File: src/ecd_pkg.sv
// ============================================================================
// ecd_pkg: shared definitions for the epoch-seconds to date-text core
// Widths, constants and the command/status bundles between the controller
// and the datapath.
// ============================================================================
package ecd_pkg;

    localparam int TIME_BITS_DEFAULT = 38;

    // saturation limit: 9999-12-31 23:59:59
    localparam int                   SAT_BITS    = 38;
    localparam logic [SAT_BITS-1:0]  LAST_SECOND = 38'd253402300799;

    // division by seconds per day: 86400 = 2^7 * 675; the remaining 31 bits
    // divided by 675 equal floor(x * ceil(2^41 / 675) / 2^41), exact for all x
    localparam int                           SECS_PER_DAY_BITS = 17;
    localparam logic [SECS_PER_DAY_BITS-1:0] SECS_PER_DAY      = 17'd86400;
    localparam int                           DAY_SHIFT         = 7;
    localparam int                           DIV_IN_BITS       = SAT_BITS - DAY_SHIFT;
    localparam int                           RECIP_BITS        = 32;
    localparam logic [RECIP_BITS-1:0]        RECIP_675         = 32'd3257812231;
    localparam int                           RECIP_SHIFT       = 41;
    localparam int                           PROD_BITS         = DIV_IN_BITS + RECIP_BITS;

    // day count since epoch fits in 22 bits (max 2932896)
    localparam int DAY_BITS   = 22;
    localparam int YEAR_BITS  = 14;
    localparam int MONTH_BITS = 4;
    localparam int DOM_BITS   = 5;
    localparam int CHAR_BITS  = 7;

    localparam logic [YEAR_BITS-1:0] EPOCH_YEAR = 14'd1970;

    // result tdata: char_code, day, month, year, zero fill
    localparam int OUT_DATA_BITS = 32;

    localparam int TEXT_LEN      = 11;
    localparam int CHAR_IDX_BITS = $clog2(TEXT_LEN);

    typedef struct packed {
        logic load;
        logic div_step;
        logic year_step;
        logic month_step;
        logic emit_step;
    } ecd_cmd_t;

    typedef struct packed {
        logic div_done;
        logic year_found;
        logic month_found;
        logic last_char;
    } ecd_status_t;

endpackage

File: src/ecd_ctrl.sv
// ============================================================================
// ecd_ctrl: sequencer for the date conversion
// Steps through divide, year walk, month walk and text emission.
// ============================================================================
module ecd_ctrl
    import ecd_pkg::*;
(
    input  logic        aclk,
    input  logic        aresetn,
    input  logic        s_tvalid,
    output logic        s_tready,
    output logic        m_tvalid,
    input  logic        m_tready,
    input  ecd_status_t status,
    output ecd_cmd_t    cmd
);

    typedef enum logic [2:0] {
        ST_IDLE,
        ST_DIVIDE,
        ST_YEARS,
        ST_MONTHS,
        ST_EMIT
    } state_t;

    state_t state_reg;
    logic   s_tready_reg;
    logic   m_tvalid_reg;

    always_ff @(posedge aclk) begin
        if (!aresetn) begin
            state_reg    <= ST_IDLE;
            s_tready_reg <= 1'b1;
            m_tvalid_reg <= 1'b0;
        end else begin
            unique case (state_reg)
                ST_IDLE: begin
                    if (s_tvalid && s_tready_reg) begin
                        state_reg    <= ST_DIVIDE;
                        s_tready_reg <= 1'b0;
                    end
                end
                ST_DIVIDE: begin
                    if (status.div_done) begin
                        state_reg <= ST_YEARS;
                    end
                end
                ST_YEARS: begin
                    if (status.year_found) begin
                        state_reg <= ST_MONTHS;
                    end
                end
                ST_MONTHS: begin
                    if (status.month_found) begin
                        state_reg    <= ST_EMIT;
                        m_tvalid_reg <= 1'b1;
                    end
                end
                ST_EMIT: begin
                    if (m_tready && status.last_char) begin
                        state_reg    <= ST_IDLE;
                        m_tvalid_reg <= 1'b0;
                        s_tready_reg <= 1'b1;
                    end
                end
                default: begin
                    state_reg <= ST_IDLE;
                end
            endcase
        end
    end

    always_comb begin
        cmd            = '0;
        cmd.load       = (state_reg == ST_IDLE) && s_tvalid && s_tready_reg;
        cmd.div_step   = (state_reg == ST_DIVIDE);
        cmd.year_step  = (state_reg == ST_YEARS) && !status.year_found;
        cmd.month_step = (state_reg == ST_MONTHS) && !status.month_found;
        cmd.emit_step  = (state_reg == ST_EMIT) && m_tvalid_reg && m_tready;
    end

    assign s_tready = s_tready_reg;
    assign m_tvalid = m_tvalid_reg;

endmodule

File: src/ecd_datapath.sv
// ============================================================================
// ecd_datapath: arithmetic for the date conversion
// Saturation, reciprocal divide by 86400, year and month walks, text bytes.
// ============================================================================
module ecd_datapath
    import ecd_pkg::*;
#(
    parameter int TIME_BITS = TIME_BITS_DEFAULT
) (
    input  logic                  aclk,
    input  logic [TIME_BITS-1:0]  ts_in,
    input  ecd_cmd_t              cmd,
    output ecd_status_t           status,
    output logic [CHAR_BITS-1:0]  char_code,
    output logic [DOM_BITS-1:0]   day_of_month,
    output logic [MONTH_BITS-1:0] month_number,
    output logic [YEAR_BITS-1:0]  year_number
);

    localparam int CMP_BITS = (TIME_BITS > SAT_BITS) ? TIME_BITS : SAT_BITS;

    localparam logic [CHAR_BITS-1:0] ASCII_ZERO = 7'd48;
    localparam logic [CHAR_BITS-1:0] ASCII_DOT  = 7'd46;
    localparam logic [CHAR_BITS-1:0] ASCII_NL   = 7'd10;

    // text positions
    localparam logic [CHAR_IDX_BITS-1:0] POS_DAY_TENS   = 4'd0;
    localparam logic [CHAR_IDX_BITS-1:0] POS_DAY_ONES   = 4'd1;
    localparam logic [CHAR_IDX_BITS-1:0] POS_DOT_A      = 4'd2;
    localparam logic [CHAR_IDX_BITS-1:0] POS_MON_TENS   = 4'd3;
    localparam logic [CHAR_IDX_BITS-1:0] POS_MON_ONES   = 4'd4;
    localparam logic [CHAR_IDX_BITS-1:0] POS_DOT_B      = 4'd5;
    localparam logic [CHAR_IDX_BITS-1:0] POS_YEAR_THOU  = 4'd6;
    localparam logic [CHAR_IDX_BITS-1:0] POS_YEAR_HUND  = 4'd7;
    localparam logic [CHAR_IDX_BITS-1:0] POS_YEAR_TENS  = 4'd8;
    localparam logic [CHAR_IDX_BITS-1:0] POS_YEAR_ONES  = 4'd9;
    localparam logic [CHAR_IDX_BITS-1:0] POS_NEWLINE    = 4'd10;

    function automatic logic [4:0] month_len(input logic [3:0] idx, input logic leap);
        logic [4:0] len;
        unique case (idx)
            4'd1:                      len = leap ? 5'd29 : 5'd28;
            4'd3, 4'd5, 4'd8, 4'd10:   len = 5'd30;
            default:                   len = 5'd31;
        endcase
        return len;
    endfunction

    function automatic logic [1:0] tens_of(input logic [4:0] v);
        logic [1:0] t;
        if (v >= 5'd30) begin
            t = 2'd3;
        end else if (v >= 5'd20) begin
            t = 2'd2;
        end else if (v >= 5'd10) begin
            t = 2'd1;
        end else begin
            t = 2'd0;
        end
        return t;
    endfunction

    // ---- saturation ----
    logic [CMP_BITS-1:0] ts_wide;
    logic [SAT_BITS-1:0] ts_sat;

    assign ts_wide = CMP_BITS'(ts_in);
    assign ts_sat  = (ts_wide > CMP_BITS'(LAST_SECOND)) ? LAST_SECOND
                                                        : ts_wide[SAT_BITS-1:0];

    // ---- divide ----
    // drop the factor 128, then multiply by the reciprocal of 675:
    // first step registers the product, second step takes the day count
    logic [DIV_IN_BITS-1:0] dividend_reg;
    logic [PROD_BITS-1:0]   prod_reg;
    logic                   div_phase_reg;

    // ---- calendar state ----
    logic [DAY_BITS-1:0]   days_reg;
    logic [YEAR_BITS-1:0]  year_reg;
    logic [3:0]            ydig_reg [4];   // BCD, index 0 = ones
    logic [1:0]            mod4_reg;
    logic [6:0]            mod100_reg;
    logic [8:0]            mod400_reg;
    logic [MONTH_BITS-1:0] mon_idx_reg;
    logic [CHAR_IDX_BITS-1:0] char_idx_reg;

    logic       leap;
    logic [8:0] ylen;
    logic [4:0] mlen;
    logic [3:0] ydig_inc [4];
    logic       carry [5];

    assign leap = ((mod4_reg == 2'd0) && (mod100_reg != 7'd0)) || (mod400_reg == 9'd0);
    assign ylen = leap ? 9'd366 : 9'd365;
    assign mlen = month_len(mon_idx_reg, leap);

    always_comb begin
        carry[0] = 1'b1;
        for (int i = 0; i < 4; i++) begin
            if (carry[i]) begin
                ydig_inc[i] = (ydig_reg[i] == 4'd9) ? 4'd0 : ydig_reg[i] + 4'd1;
                carry[i+1]  = (ydig_reg[i] == 4'd9);
            end else begin
                ydig_inc[i] = ydig_reg[i];
                carry[i+1]  = 1'b0;
            end
        end
    end

    always_ff @(posedge aclk) begin
        if (cmd.load) begin
            dividend_reg  <= ts_sat[SAT_BITS-1:DAY_SHIFT];
            div_phase_reg <= 1'b0;
            days_reg      <= '0;
            year_reg      <= EPOCH_YEAR;
            ydig_reg[3]   <= 4'd1;
            ydig_reg[2]   <= 4'd9;
            ydig_reg[1]   <= 4'd7;
            ydig_reg[0]   <= 4'd0;
            mod4_reg      <= 2'd2;
            mod100_reg    <= 7'd70;
            mod400_reg    <= 9'd370;
            mon_idx_reg   <= '0;
            char_idx_reg  <= '0;
        end
        if (cmd.div_step) begin
            if (!div_phase_reg) begin
                prod_reg      <= PROD_BITS'(dividend_reg) * PROD_BITS'(RECIP_675);
                div_phase_reg <= 1'b1;
            end else begin
                days_reg      <= prod_reg[RECIP_SHIFT +: DAY_BITS];
            end
        end
        if (cmd.year_step) begin
            days_reg   <= days_reg - DAY_BITS'(ylen);
            year_reg   <= year_reg + YEAR_BITS'(1);
            for (int i = 0; i < 4; i++) begin
                ydig_reg[i] <= ydig_inc[i];
            end
            mod4_reg   <= mod4_reg + 2'd1;
            mod100_reg <= (mod100_reg == 7'd99) ? 7'd0 : mod100_reg + 7'd1;
            mod400_reg <= (mod400_reg == 9'd399) ? 9'd0 : mod400_reg + 9'd1;
        end
        if (cmd.month_step) begin
            days_reg    <= days_reg - DAY_BITS'(mlen);
            mon_idx_reg <= mon_idx_reg + MONTH_BITS'(1);
        end
        if (cmd.emit_step) begin
            char_idx_reg <= char_idx_reg + CHAR_IDX_BITS'(1);
        end
    end

    // ---- status ----
    always_comb begin
        status             = '0;
        status.div_done    = div_phase_reg;
        status.year_found  = (days_reg < DAY_BITS'(ylen));
        status.month_found = (days_reg < DAY_BITS'(mlen));
        status.last_char   = (char_idx_reg == POS_NEWLINE);
    end

    // ---- result fields ----
    logic [1:0] day_tens;
    logic [4:0] day_ones;
    logic [1:0] mon_tens;
    logic [4:0] mon_ones;

    assign day_of_month = days_reg[DOM_BITS-1:0] + DOM_BITS'(1);
    assign month_number = mon_idx_reg + MONTH_BITS'(1);
    assign year_number  = year_reg;

    assign day_tens = tens_of(day_of_month);
    assign day_ones = day_of_month - 5'(day_tens) * 5'd10;
    assign mon_tens = tens_of({1'b0, month_number});
    assign mon_ones = {1'b0, month_number} - 5'(mon_tens) * 5'd10;

    always_comb begin
        unique case (char_idx_reg)
            POS_DAY_TENS:  char_code = ASCII_ZERO + 7'(day_tens);
            POS_DAY_ONES:  char_code = ASCII_ZERO + 7'(day_ones);
            POS_DOT_A:     char_code = ASCII_DOT;
            POS_MON_TENS:  char_code = ASCII_ZERO + 7'(mon_tens);
            POS_MON_ONES:  char_code = ASCII_ZERO + 7'(mon_ones);
            POS_DOT_B:     char_code = ASCII_DOT;
            POS_YEAR_THOU: char_code = ASCII_ZERO + 7'(ydig_reg[3]);
            POS_YEAR_HUND: char_code = ASCII_ZERO + 7'(ydig_reg[2]);
            POS_YEAR_TENS: char_code = ASCII_ZERO + 7'(ydig_reg[1]);
            POS_YEAR_ONES: char_code = ASCII_ZERO + 7'(ydig_reg[0]);
            default:       char_code = ASCII_NL;
        endcase
    end

endmodule

File: src/epoch_seconds_to_date_text_core.sv
// Sequence: the divide registers the product, then takes the day count; then
// the year walk (one year per cycle), the month walk and 11 text bytes.
// Flow: a new item is accepted only after the last text byte of the previous
// one has been taken.
// Reset: aresetn synchronous, active low; clears the sequencer only. The core
// then accepts an item and emits no bytes until one has been processed.
// ============================================================================
// epoch_seconds_to_date_text_core: Unix seconds to DD.MM.YYYY text
// Saturates at end of year 9999, walks years and months, emits 11 ASCII
// bytes with the newline flagged by m_tlast.
// ============================================================================
module epoch_seconds_to_date_text_core
    import ecd_pkg::*;
#(
    parameter int TIME_BITS = TIME_BITS_DEFAULT
) (
    input  logic                                  aclk,
    input  logic                                  aresetn,
    // input item
    input  logic                                  s_tvalid,
    output logic                                  s_tready,
    // [TIME_BITS-1:0] timestamp_seconds, rest zero
    input  logic [((TIME_BITS + 7) / 8) * 8 - 1:0] s_tdata,
    // result items
    output logic                                  m_tvalid,
    input  logic                                  m_tready,
    // [6:0] char_code, [11:7] day_of_month, [15:12] month_number,
    // [29:16] year_number, [31:30] zero
    output logic [OUT_DATA_BITS-1:0]              m_tdata,
    output logic                                  m_tlast   // is_last
);

    ecd_cmd_t              cmd;
    ecd_status_t           status;
    logic [CHAR_BITS-1:0]  char_code;
    logic [DOM_BITS-1:0]   day_of_month;
    logic [MONTH_BITS-1:0] month_number;
    logic [YEAR_BITS-1:0]  year_number;

    // sequencer: owns both handshakes
    ecd_ctrl u_ctrl (
        .aclk     (aclk),
        .aresetn  (aresetn),
        .s_tvalid (s_tvalid),
        .s_tready (s_tready),
        .m_tvalid (m_tvalid),
        .m_tready (m_tready),
        .status   (status),
        .cmd      (cmd)
    );

    // datapath: divide, calendar walk, byte select
    ecd_datapath #(
        .TIME_BITS (TIME_BITS)
    ) u_datapath (
        .aclk         (aclk),
        .ts_in        (s_tdata[TIME_BITS-1:0]),
        .cmd          (cmd),
        .status       (status),
        .char_code    (char_code),
        .day_of_month (day_of_month),
        .month_number (month_number),
        .year_number  (year_number)
    );

    // all result fields come from registers held through the emit phase
    assign m_tdata = {2'b00, year_number, month_number, day_of_month, char_code};
    assign m_tlast = status.last_char;

`ifndef NO_ASSERTIONS
    // input side and output side are never open together
    assert property (@(posedge aclk) disable iff (!aresetn)
        s_tready |-> !m_tvalid)
        else $error("input accepted while result pending");

    // an accepted item closes the input until its text is delivered
    assert property (@(posedge aclk) disable iff (!aresetn)
        (s_tvalid && s_tready) |=> !s_tready)
        else $error("input reopened after accept");

    // the newline byte ends the item and reopens the input
    assert property (@(posedge aclk) disable iff (!aresetn)
        (m_tvalid && m_tready && m_tlast) |=> (s_tready && !m_tvalid))
        else $error("core did not return to idle after last byte");

    // emitted date is a sane calendar value
    assert property (@(posedge aclk) disable iff (!aresetn)
        m_tvalid |-> (month_number >= 4'd1 && month_number <= 4'd12 &&
                      day_of_month != 5'd0 && year_number >= EPOCH_YEAR))
        else $error("date field out of range");
`endif

endmodule
File: config.mk
export PLATFORM = sky130hd
export DESIGN_NAME = epoch_seconds_to_date_text_core
export DESIGN_NICKNAME = d
export VERILOG_FILES = /design/src/ecd_pkg.sv /design/src/ecd_ctrl.sv /design/src/ecd_datapath.sv /design/src/epoch_seconds_to_date_text_core.sv
export SDC_FILE = /design/constraint.sdc
export NUM_CORES = 1
export LEC_CHECK = 0
export BUFFER_PORTS_ARGS = -buffer_cell sky130_fd_sc_hd__buf_2
export CAP_MARGIN = 40
export CORE_ASPECT_RATIO = 0.9
export CORE_MARGIN = 10
export CORE_UTILIZATION = 41
export CTS_CLUSTER_SIZE = 30
export DETAILED_ROUTE_END_ITERATION = 12
export PLACE_DENSITY_LB_ADDON = 0.2
export SLEW_MARGIN = 30
export SYNTH_ARGS = -nofsm -noshare
export SYNTH_HDL_FRONTEND = slang
export SYNTH_SLANG_ARGS = --single-unit
export TNS_END_PERCENT = 1
File: constraint.sdc
create_clock -name aclk -period 11.45 [get_ports aclk]
set_input_delay 1.7175 -clock aclk [delete_from_list [all_inputs] [get_ports aclk]]
set_output_delay 1.7175 -clock aclk [all_outputs]
set_load 0.01 [all_outputs]
---- Word level (Yosys, flattened, before mapping) ----
Memories as Yosys holds them, arrays and structs flattened.
Cells that the tools add are included.
storage, ports and cells
  output and inout bits ................... 35
  memory bits (writable) .................. 16
  register bits after elaboration ......... 162
  input port bits ......................... 44
  memories kept ........................... 1
memories
  name                 depth  width  rd ports  clocked after memory_dff  wr ports  line                RTL
  u_datapath.ydig_reg  4      4      4         0                         4         ecd_datapath.sv:81  logic [3:0] ydig_reg [4];
operators by class
  multipliers ............................. 3
  reductions and logical operators ........ 28
  $add $sub $neg .......................... 23
  $lt $le $gt $ge ......................... 9
  multiplexer cells ....................... 60
  eq/ne operators ......................... 30
  bitwise logic cells ..................... 5
operators with widths
  kind                                                                   count
  22-bit 2-to-1 mux                                                      5
  31-bit by 32-bit multiplier with 63-bit output, second input constant  1
  7-bit case mux with 9 select lines                                     1
  4-bit 2-to-1 mux                                                       14
  38-bit greater-than comparator, second input constant                  1
  4-bit == test, second input constant                                   9
  6-bit by 4-bit adder with 7-bit output, first input constant           4
  14-bit 2-to-1 mux                                                      2
  9-bit 2-to-1 mux                                                       3
  4-bit by 1-bit adder with 4-bit output, second input constant          6
  22-bit by 5-bit less-than comparator with 1-bit output                 1
  22-bit by 9-bit less-than comparator with 1-bit output                 1
  22-bit by 5-bit subtractor with 22-bit output                          1
  22-bit by 9-bit subtractor with 22-bit output                          1
  7-bit 2-to-1 mux                                                       3
  4-bit by 3-bit == test with 1-bit output, second input constant        5
  1-bit 2-to-1 mux                                                       16
  3-bit 2-to-1 mux                                                       5
  3-bit case mux with 5 select lines                                     1
  14-bit by 1-bit adder with 14-bit output, second input constant        1
  6-bit by 2-bit adder with 7-bit output, first input constant           2
  6-bit by 5-bit adder with 7-bit output, first input constant           2
  2-bit 2-to-1 mux                                                       7
  4-bit by 2-bit == test with 1-bit output, second input constant        3
  other kinds (36)                                                       63

---- Longest topological paths before layout ----
Gate-level depths: netlist (run 1).
  word-level depth ........................ 10
  mapped depth ............................ 26

---- Hierarchy ----
From an unflattened synthesis (run 1), not the netlist that was laid out.
second synthesis, totals
  cells, all modules ...................... 2200
  area total of the unflattened synthesis .. 21877.2 µm²
by module, submodules not included
  module                           times used  seq. area each (µm²)  area an instance (µm²)  cells an instance
  ecd_datapath                     1           3733.6                21566.9                 2165
  ecd_ctrl                         1           100.1                 291.5                   32
  epoch_seconds_to_date_text_core  1           0.0                   18.8                    3

---- Worst setup path after synthesis (run 1) ----
Ideal clock, no wire load.
  kind .................................... register to register
  from .................................... register u_datapath.dividend_reg[17]
  to ...................................... register u_datapath.prod_reg[61], data pin
  setup slack ............................. 4.732 ns
  cell stages (with the launch flop) ...... 23
  path buffers ............................ 0
  data arrival time ....................... 6.538 ns
  path through ............................ edfxtp_1 -> ha_1 -> fa_1 -> inv_1 -> fa_1 -> inv_1 -> fa_1 -> fa_1 -> fa_1 -> fa_1 -> inv_1 -> fa_1 -> inv_1 -> ha_1 -> a21oi_1 -> o21ai_0 -> a211oi_1 -> nor3_1 -> a211oi_1 -> a31oi_1 -> or3_1 -> and2_1 -> o311ai_1
on the way
  word-level cells in the longest chain between the ends .. 1
ends and longest elaborated chain
  what                                            line                 RTL
  start, declared                                 ecd_datapath.sv:74   logic [DIV_IN_BITS-1:0] dividend_reg;
  start signal, assigned                          ecd_datapath.sv:113  dividend_reg <= ts_sat[SAT_BITS-1:DAY_SHIFT];
  31-bit by 32-bit multiplier with 63-bit output  ecd_datapath.sv:129  prod_reg <= PROD_BITS'(dividend_reg) * PROD_BITS'(RECIP_675);
  end signal, assigned                            ecd_datapath.sv:129
  end, declared                                   ecd_datapath.sv:75   logic [PROD_BITS-1:0] prod_reg;
Every way passes these cells.
A chain may end at the register's enable or synchronous reset.

---- Worst setup path after layout (run 1) ----
  from .................................... register u_datapath.dividend_reg[16]
  to ...................................... register u_datapath.prod_reg[61], data pin
Same word-level chain as after synthesis.

==> flow_metrics.py, run 1 <==
metrics = {
    "routing": {
        "drt-total-wl_um": 52600,
        "first_pass_iters": 5,
        "wire_per_inst_um": 18.2,
        "drc": 0,
        "drtIter0Drc": 947,
        "num_vias": 14800,
        "ant_nets": 0,
        "via_per_inst": 5.09,
    },
    "grt": {
        "grtUsageMet1_pct": 24.5,
        "top_usage_layer": "met2",
        "grt_first_pass_wirelength_um": 84900,
        "grtUsageMet3_pct": 4.03,
        "grt_overflow": 0,
        "grt_pass1_vias": 15700,
        "met2_usage_pct": 26.9,
        "grt.total_usage_pct": 17.4,
        "antenna_found_initial": 0,
        "grt_max_degree": 41,
    },
    "setup_path": {
        "critPathLaunchType": "flop",
        "crit_buf_inv": 4,
        "path_common_cell": "fa_1",
        "cpPeakStageDelay_ps": 710,
        "end_kind": "flop",
        "critPathSlowestCell": "edfxtp_1",
        "path_cells": "ha_1 -> fa_1 -> inv_1 -> fa_1 -> inv_1 -> fa_1 -> fa_1 -> fa_1 -> fa_1 -> inv_1 -> fa_1 -> inv_1 -> ha_1 -> a21oi_1 -> o21ai_0 -> a211oi_1 -> nor3_1 -> a211oi_1 -> a31oi_1 -> or3_1 -> and2_1 -> o311ai_1",
        "path_delay_family": "adder cells",
        "worstSetupPathType": "reg -> reg",
        "crit_arrival_ps": 8070,
        "path_max_fanout": 9,
        "required_ps": 11710,
    },
    "timing": {
        "grt_setup_unrepaired": "no",
        "finalMaxSlewViolations": 0,
        "min_period_ps": 7820,
        "whs_ps": 489,
        "fmax_ghz": 0.128,
        "fin_crit_sh_pct": 68.3,
        "setup_viol": 0,
        "fin_skew_ps": 11.8,
        "tns_ps": 0,
        "slew_headroom_pct": 47.0,
        "tightest_slew_ps": 787,
        "finalHoldViolations": 0,
    },
    "placed_design": {
        "hpwlAfterDp_um": 45000,
        "dpl.cell_count": 2866,
        "place.gp.congestion": 0.909,
        "port_buffers": 67,
    },
    "floorplan": {
        "die_area_um2": 61900,
        "die_w_um": 261,
        "rows": 79,
        "die_h_um": 237,
        "placeableCoreArea_um2": 51800,
        "pin_count": 79,
        "initial_core_util_pct": 41.4,
    },
    "clock_tree": {
        "cts.reportedPaths.clkPinSlew_ps": 70,
        "hold_buffers": 0,
        "cts.sinks": 137,
        "cts_tree": "built",
        "htreeDepth": 4,
        "post_cts_buffers": 0,
        "ctsResizeCount": 0,
        "root_buffer": "clkbuf_16",
        "clock_latency_ps": 460,
        "clock_path_buffers": 2,
        "cts_buffers": 17,
    },
    "layout": {
        "nets": 2962,
        "diodes": 0,
        "multi_input_area_um2": 15500,
        "nFillCells": 4990,
        "largest_register_ffs": 31,
        "drive_above_1_share_pct": 6.38,
        "seqCellArea_um2": 3830,
        "syn2layout_area_growth_pct": 7.99,
        "stdcell_count": 2898,
    },
    "synthesis": {
        "ys_ff_latch": 137,
        "synth_edf_count": 109,
        "syn_avg_cell_area_um2": 9.98,
        "synthFlopType": "edfxtp_1",
        "yosysWarnings": 0,
        "async_flop_share_pct": 0,
        "syn_inst": 2150,
        "synth_cell_types": 74,
        "synth_area_um2": 21500,
        "seq_area_frac_synth_pct": 17.9,
    },
    "outcome": {
        "status": "finished clean",
    },
    "run": {
        "cap_violations": 0,
    },
    "min_path": {
        "hold_class": "reg -> reg",
    },
}
## cells in the final DEF, fill, tap and decap left out, drive strengths merged, types with 6 or more instances in the layout
cell type / netlist / final
inv: 510 / 516
ha: 445 / 445
fa: 276 / 276
edfxtp: 109 / 109
nand2: 95 / 95
a21oi: 82 / 82
nor2: 75 / 75
buf: 14 / 75
o21ai: 72 / 72
nand3: 43 / 43
xnor2: 43 / 43
dfxtp: 28 / 28
nor3: 27 / 27
a21o: 25 / 25
xor2: 22 / 22
clkbuf: 34 / 20
nor2b: 19 / 19
and3: 17 / 17
a22oi: 16 / 16
or2: 16 / 16
nand2b: 15 / 15
and2: 12 / 12
nor4: 11 / 11
o211ai: 10 / 10
nand4: 9 / 9
or3: 9 / 9
a31oi: 8 / 8
a221oi: 8 / 8
a211oi: 7 / 7
o22ai: 6 / 6
## worst reg2reg max path, stage by stage (launching register included)
cell	delay, ps
edfxtp_1	710
ha_1	460
fa_1	540
inv_1	50
fa_1	500
inv_1	50
fa_1	510
fa_1	440
fa_1	520
fa_1	560
inv_1	90
fa_1	560
inv_1	50
ha_1	330
a21oi_1	170
o21ai_0	120
a211oi_1	380
nor3_1	110
a211oi_1	330
a31oi_1	240
or3_1	400
and2_1	190
o311ai_1	320
## layer usage
metal,vias up,wire [µm]
li1,7177,-
met1,7268,25600
met2,270,23400
met3,41,2870
met4,0,787
met5,-,0
## through the flow
stage,setup slack [ps],utilization [%],cell area (µm²)
3_5_place_dp,3660,43.5,22500
3_3_place_gp,3700,43.5,22500
2_1_floorplan,4730,-,21500
4_1_cts,3650,44.7,23200
6_report,3630,44.7,23200
5_1_grt,3360,44.7,23200
## cell type report
cell class              count  share of cell area [%]
clock inverters            12                   0.642
clock buffers              20                    2.07
well taps                 688                    3.71
repair buffers             75                    1.71
flip-flops and latches    137                    16.5
inverters                 511                    8.28
multi-input cells        1455                    67.1
## path summary, 6_finish.rpt
kind / slack, ps / endpoint / startpoint / cells after the start
min: 490 / u_datapath.days_reg[11] / u_datapath.prod_reg[52] / 2
max reg2reg: 3630 / u_datapath.prod_reg[61] / u_datapath.dividend_reg[16] / 22
max: 3630 / u_datapath.prod_reg[61] / u_datapath.dividend_reg[16] / 22
min reg2reg: 490 / u_datapath.days_reg[11] / u_datapath.prod_reg[52] / 2
## cells by family after synthesis
logic type,Yosys count,share of synthesized area (%)
AND/OR/NAND/NOR,369,8.63
adder cells (fa/ha/maj),721,51.7
flip-flops,137,17.9
buffers and inverters,559,9.85
AO/OA/AOI/OAI,294,9.10
multiplexers,4,0.204
other,1,0.0175
XOR/XNOR,65,2.65
## cells in the mapped netlist, types with 7 or more instances
cell	n	area share, %
and2_1	12	0.35
or3_1	9	0.26
inv_1	510	8.9
edfxtp_1	109	15
clkbuf_1	34	0.59
xnor2_1	43	1.8
a21o_1	25	0.87
nor2_1	74	1.3
nand2b_1	15	0.44
a22oi_1	16	0.56
nand3_1	43	1.0
o21ai_0	72	1.7
o211ai_1	10	0.35
or2_2	16	0.47
nand4_1	9	0.26
a211oi_1	7	0.24
a221oi_1	7	0.29
a31oi_1	8	0.23
nand2_1	95	1.7
ha_1	445	26
and3_1	17	0.50
xor2_1	22	0.90
nor3_1	27	0.63
dfxtp_1	28	2.6
nor2b_1	19	0.55
nor4_1	10	0.29
a21oi_1	80	1.9
fa_1	276	26
Power of run 1 is left out: the tool's default activity adds up to more than one toggle a clock period on the data nets, which glitch-free logic cannot reach.
==> run 2: changes to the inputs <==
Clock period 11.45 ns to 6.45 ns, I/O delays scaled along.
==> flow_metrics.py, run 2 (same netlist as run 1, synthesis figures left out) <==
metrics = {
    "setup_path": {
        "critPathLaunchType": "flop",
        "required_ps": 6660,
        "end_kind": "flop",
        "path_common_cell": "fa_1",
        "worstSetupPathType": "reg -> reg",
        "critPathSlowestCell": "fa_1",
        "path_max_fanout": 4,
        "cpPeakStageDelay_ps": 560,
        "crit_arrival_ps": 6840,
        "path_cells": "fa_2 -> ha_1 -> ha_1 -> fa_1 -> inv_1 -> fa_1 -> fa_1 -> inv_2 -> fa_1 -> inv_2 -> fa_1 -> inv_1 -> ha_4 -> and3_4 -> and4_4 -> o41ai_1 -> o21ai_1 -> o211ai_1 -> buf_4 -> a31oi_4 -> buf_4 -> o21ai_2 -> o21ai_1 -> xnor2_1",
    },
    "placed_design": {
        "hpwlAfterDp_um": 48200,
        "port_buffers": 67,
        "placed_area_um2": 24300,
        "place_ws_ps": -823,
        "place.gp.congestion": 0.931,
    },
    "layout": {
        "fin_area_um2": 26300,
        "final_cell_mix": "inv_1, ha_1, buf_4, fa_1, edfxtp_1",
        "drive_above_1_share_pct": 23.5,
        "diodes": 0,
        "final_common_cell": "inv_1",
        "nFillCells": 4709,
        "largest_register_ffs": 31,
        "nets": 3234,
        "syn2layout_area_growth_pct": 22.7,
        "seqCellArea_um2": 3830,
        "multi_input_area_um2": 16600,
    },
    "clock_tree": {
        "clock_path_buffers": 2,
        "cts.sinks": 137,
        "clock_latency_ps": 470,
        "htreeDepth": 4,
        "cts_buffers": 17,
        "cts.reportedPaths.clkPinSlew_ps": 80,
        "hold_buffers": 0,
        "root_buffer": "clkbuf_16",
        "cts_tree": "built",
    },
    "outcome": {
        "violations": "setup timing",
        "status": "finished with violations",
    },
    "timing": {
        "fmax_ghz": 0.151,
        "finalHoldViolations": 0,
        "grt_setup_unrepaired": "yes",
        "setup_viol": 13,
        "whs_ps": 471,
        "min_period_ps": 6640,
        "finalMaxSlewViolations": 0,
        "tightest_slew_ps": 721,
        "fin_ws_ps": -188,
        "fin_crit_sh_pct": 103,
        "tns_ps": -1470,
        "fin_skew_ps": 17.1,
        "slew_headroom_pct": 52.0,
    },
    "floorplan": {
        "die_h_um": 237,
        "initial_core_util_pct": 41.4,
        "placeableCoreArea_um2": 51800,
        "rows": 79,
        "die_area_um2": 61900,
        "pin_count": 79,
        "die_w_um": 261,
    },
    "grt": {
        "grt_max_degree": 38,
        "grt.total_usage_pct": 18.7,
        "antenna_found_initial": 1,
        "grt_first_pass_wirelength_um": 90000,
        "grt_pass1_vias": 16800,
        "grt_overflow": 0,
    },
    "routing": {
        "drtIter0Drc": 957,
        "num_vias": 15800,
        "ant_nets": 0,
        "via_per_inst": 4.99,
        "drc": 0,
        "wire_per_inst_um": 17.8,
        "drt-total-wl_um": 56500,
        "first_pass_iters": 5,
    },
    "min_path": {
        "hold_class": "reg -> reg",
    },
    "run": {
        "cap_violations": 0,
    },
}
## run 2: worst max-delay path, delay by kind of cell, from the launching register on
kind	cells	cell delay (ps)
buf+inv	6	530
compound gates	6	1000
simple gates	2	410
flops	1	500
xor+xnor	1	120
fa+ha+maj	9	3830
## run 2: what timing repair did
item,4_1_cts,5_1_grt
endpoints found under the setup margin,21,21
gates resized for setup,92,129
pin swaps,77,129
setup buffers,23,19
## run 2: path summary, 6_finish.rpt
check                              start                 endpoint  slack, ps  cells past startpoint
max          u_datapath.dividend_reg[20]  u_datapath.prod_reg[62]       -190                     24
min              u_datapath.prod_reg[52]  u_datapath.days_reg[11]        470                      2
max reg2reg  u_datapath.dividend_reg[20]  u_datapath.prod_reg[62]       -190                     24
min reg2reg      u_datapath.prod_reg[52]  u_datapath.days_reg[11]        470                      2
## run 2: layout make-up
class | count | area share [%]
Sequential cell | 137 | 14.6
Multi-Input combinational cell | 1455 | 63.1
Inverter | 511 | 7.28
Tap cell | 688 | 3.27
Timing Repair Buffer | 347 | 9.57
Clock inverter | 15 | 0.632
Clock buffer | 17 | 1.62
## run 2: routing by layer
layer / track usage [%] / vias to the layer above / routed length, µm
met5: 0 / - / 10
met4: 3.83 / 2 / 929
met3: 4.11 / 43 / 2750
met2: 29.5 / 274 / 25800
met1: 25.8 / 7765 / 27000
li1: - / 7730 / -
## run 2: metrics by stage
step / util, % / cells
after floorplan: - / 2151
after global placement: 47.0 / 3098
after detailed placement: 47.0 / 3098
after CTS: 49.3 / 3151
after global routing: 50.9 / 3170
final: 50.9 / 3170
Power of run 2 is left out for the same reason.
==> run 3: changes to the inputs <==
==> constraint.sdc (replaced) <==
create_clock -name aclk -period 6.45 [get_ports aclk]
set_input_delay 1.29 -clock aclk [delete_from_list [all_inputs] [get_ports aclk]]
set_output_delay 1.29 -clock aclk [all_outputs]
set_load 0.01 [all_outputs]
==> flow_metrics.py, run 3 (same netlist as run 1, synthesis figures left out) <==
metrics = {
    "layout": {
        "drive_above_1_share_pct": 22.4,
        "largest_register_ffs": 31,
        "syn2layout_area_growth_pct": 21.4,
        "nFillCells": 4739,
        "final_cell_mix": "inv_1, ha_1, buf_4, fa_1, edfxtp_1",
        "nets": 3230,
        "final_common_cell": "inv_1",
        "diodes": 0,
        "stdcell_count": 3166,
    },
    "clock_tree": {
        "cts.reportedPaths.clkPinSlew_ps": 70,
        "clock_latency_ps": 460,
        "clock_path_buffers": 2,
        "cts.sinks": 137,
        "cts_tree": "built",
        "cts_buffers": 17,
        "root_buffer": "clkbuf_16",
        "hold_buffers": 0,
        "htreeDepth": 4,
    },
    "placed_design": {
        "dpl.cell_count": 3098,
        "place.gp.congestion": 0.957,
        "port_buffers": 67,
        "hpwlAfterDp_um": 47800,
        "place_ws_ps": -697,
    },
    "timing": {
        "fin_ws_ps": -220,
        "tightest_slew_ps": 695,
        "finalMaxSlewViolations": 0,
        "fin_crit_sh_pct": 103,
        "setup_viol": 14,
        "min_period_ps": 6670,
        "grt_setup_unrepaired": "yes",
        "tns_ps": -1860,
        "slew_headroom_pct": 53.2,
        "fin_skew_ps": 11.7,
        "finalHoldViolations": 0,
        "whs_ps": 460,
        "fmax_ghz": 0.150,
    },
    "floorplan": {
        "die_w_um": 261,
        "placeableCoreArea_um2": 51800,
        "pin_count": 79,
        "rows": 79,
        "initial_core_util_pct": 41.4,
        "die_area_um2": 61900,
        "die_h_um": 237,
    },
    "routing": {
        "via_per_inst": 4.98,
        "drt-total-wl_um": 56000,
        "drc": 0,
        "ant_nets": 0,
        "num_vias": 15800,
        "first_pass_iters": 5,
        "drtIter0Drc": 971,
        "wire_per_inst_um": 17.7,
    },
    "setup_path": {
        "end_kind": "flop",
        "worstSetupPathType": "reg -> reg",
        "reg2regPathDepth": 21,
        "ff2ff_setup_slack_ps": -220,
        "critPathLaunchType": "flop",
        "required_ps": 6660,
        "crit_arrival_ps": 6880,
        "path_max_fanout": 4,
    },
    "outcome": {
        "violations": "setup timing",
        "status": "finished with violations",
    },
    "run": {
        "cap_violations": 0,
    },
    "grt": {
        "grt_pass1_vias": 16500,
        "antenna_found_initial": 0,
        "grt_first_pass_wirelength_um": 88900,
        "grt_overflow": 0,
        "grt.total_usage_pct": 18.4,
        "grt_max_degree": 37,
    },
    "min_path": {
        "hold_class": "reg -> reg",
        "min_path_cells": 2,
    },
}
run 3: worst paths after layout:
check,from,end
setup / recovery,u_datapath.dividend_reg[10],u_datapath.prod_reg[59]
hold / removal,u_datapath.prod_reg[52],u_datapath.days_reg[11]
setup reg to reg,u_datapath.dividend_reg[10],u_datapath.prod_reg[59]
hold reg to reg,u_datapath.prod_reg[52],u_datapath.days_reg[11]
run 3: layout make-up:
class	count	area, µm²	area share (%)
sequential	137	3830	14.7
clock buffer	17	425	1.63
inverter	511	1920	7.36
multi-input combinational	1455	16400	62.8
tap	688	861	3.30
clock inverter	15	161	0.620
timing repair buffer	343	2500	9.60
run 3: worst max-delay path: stages, from the launching register on:
cell      delay (ps)
edfxtp_1         510
fa_1             640
fa_2             480
ha_4             280
inv_2             30
fa_1             470
inv_1             50
fa_1             530
fa_1             460
fa_1             530
ha_4             320
ha_4             200
a211oi_2         250
o21ai_2          100
a211oi_2         220
nand3_2          130
o211ai_1         220
buf_4            180
a31oi_4          100
or3_4            400
and2_4           170
xor2_2           140
run 3: per-stage QoR:
stage / utilization, % / cell area (µm²)
2_1_floorplan: - / 21500
3_3_place_gp: 47.0 / 24300
3_5_place_dp: 47.0 / 24400
4_1_cts: 49.0 / 25400
5_1_grt: 50.3 / 26100
6_report: 50.3 / 26100
run 3: per-layer routing:
layer  part of all wire [%]  up-vias  track usage (%)  wire, µm
li1                       -     7722                -         -
met1                     48     7669             25.8     26600
met2                     46      333             28.8     25600
met3                    5.5       42             3.63      3090
met4                    1.3        0             3.55       716
met5                      0        -                0         0
run 3: repair_timing:
item	4_1_cts	5_1_grt
gates resized for setup	70	115
hold endpoints to repair	0	0
pin swaps	58	104
setup buffers	15	22
endpoints found under the setup margin	21	22
Power of run 3 is left out for the same reason.
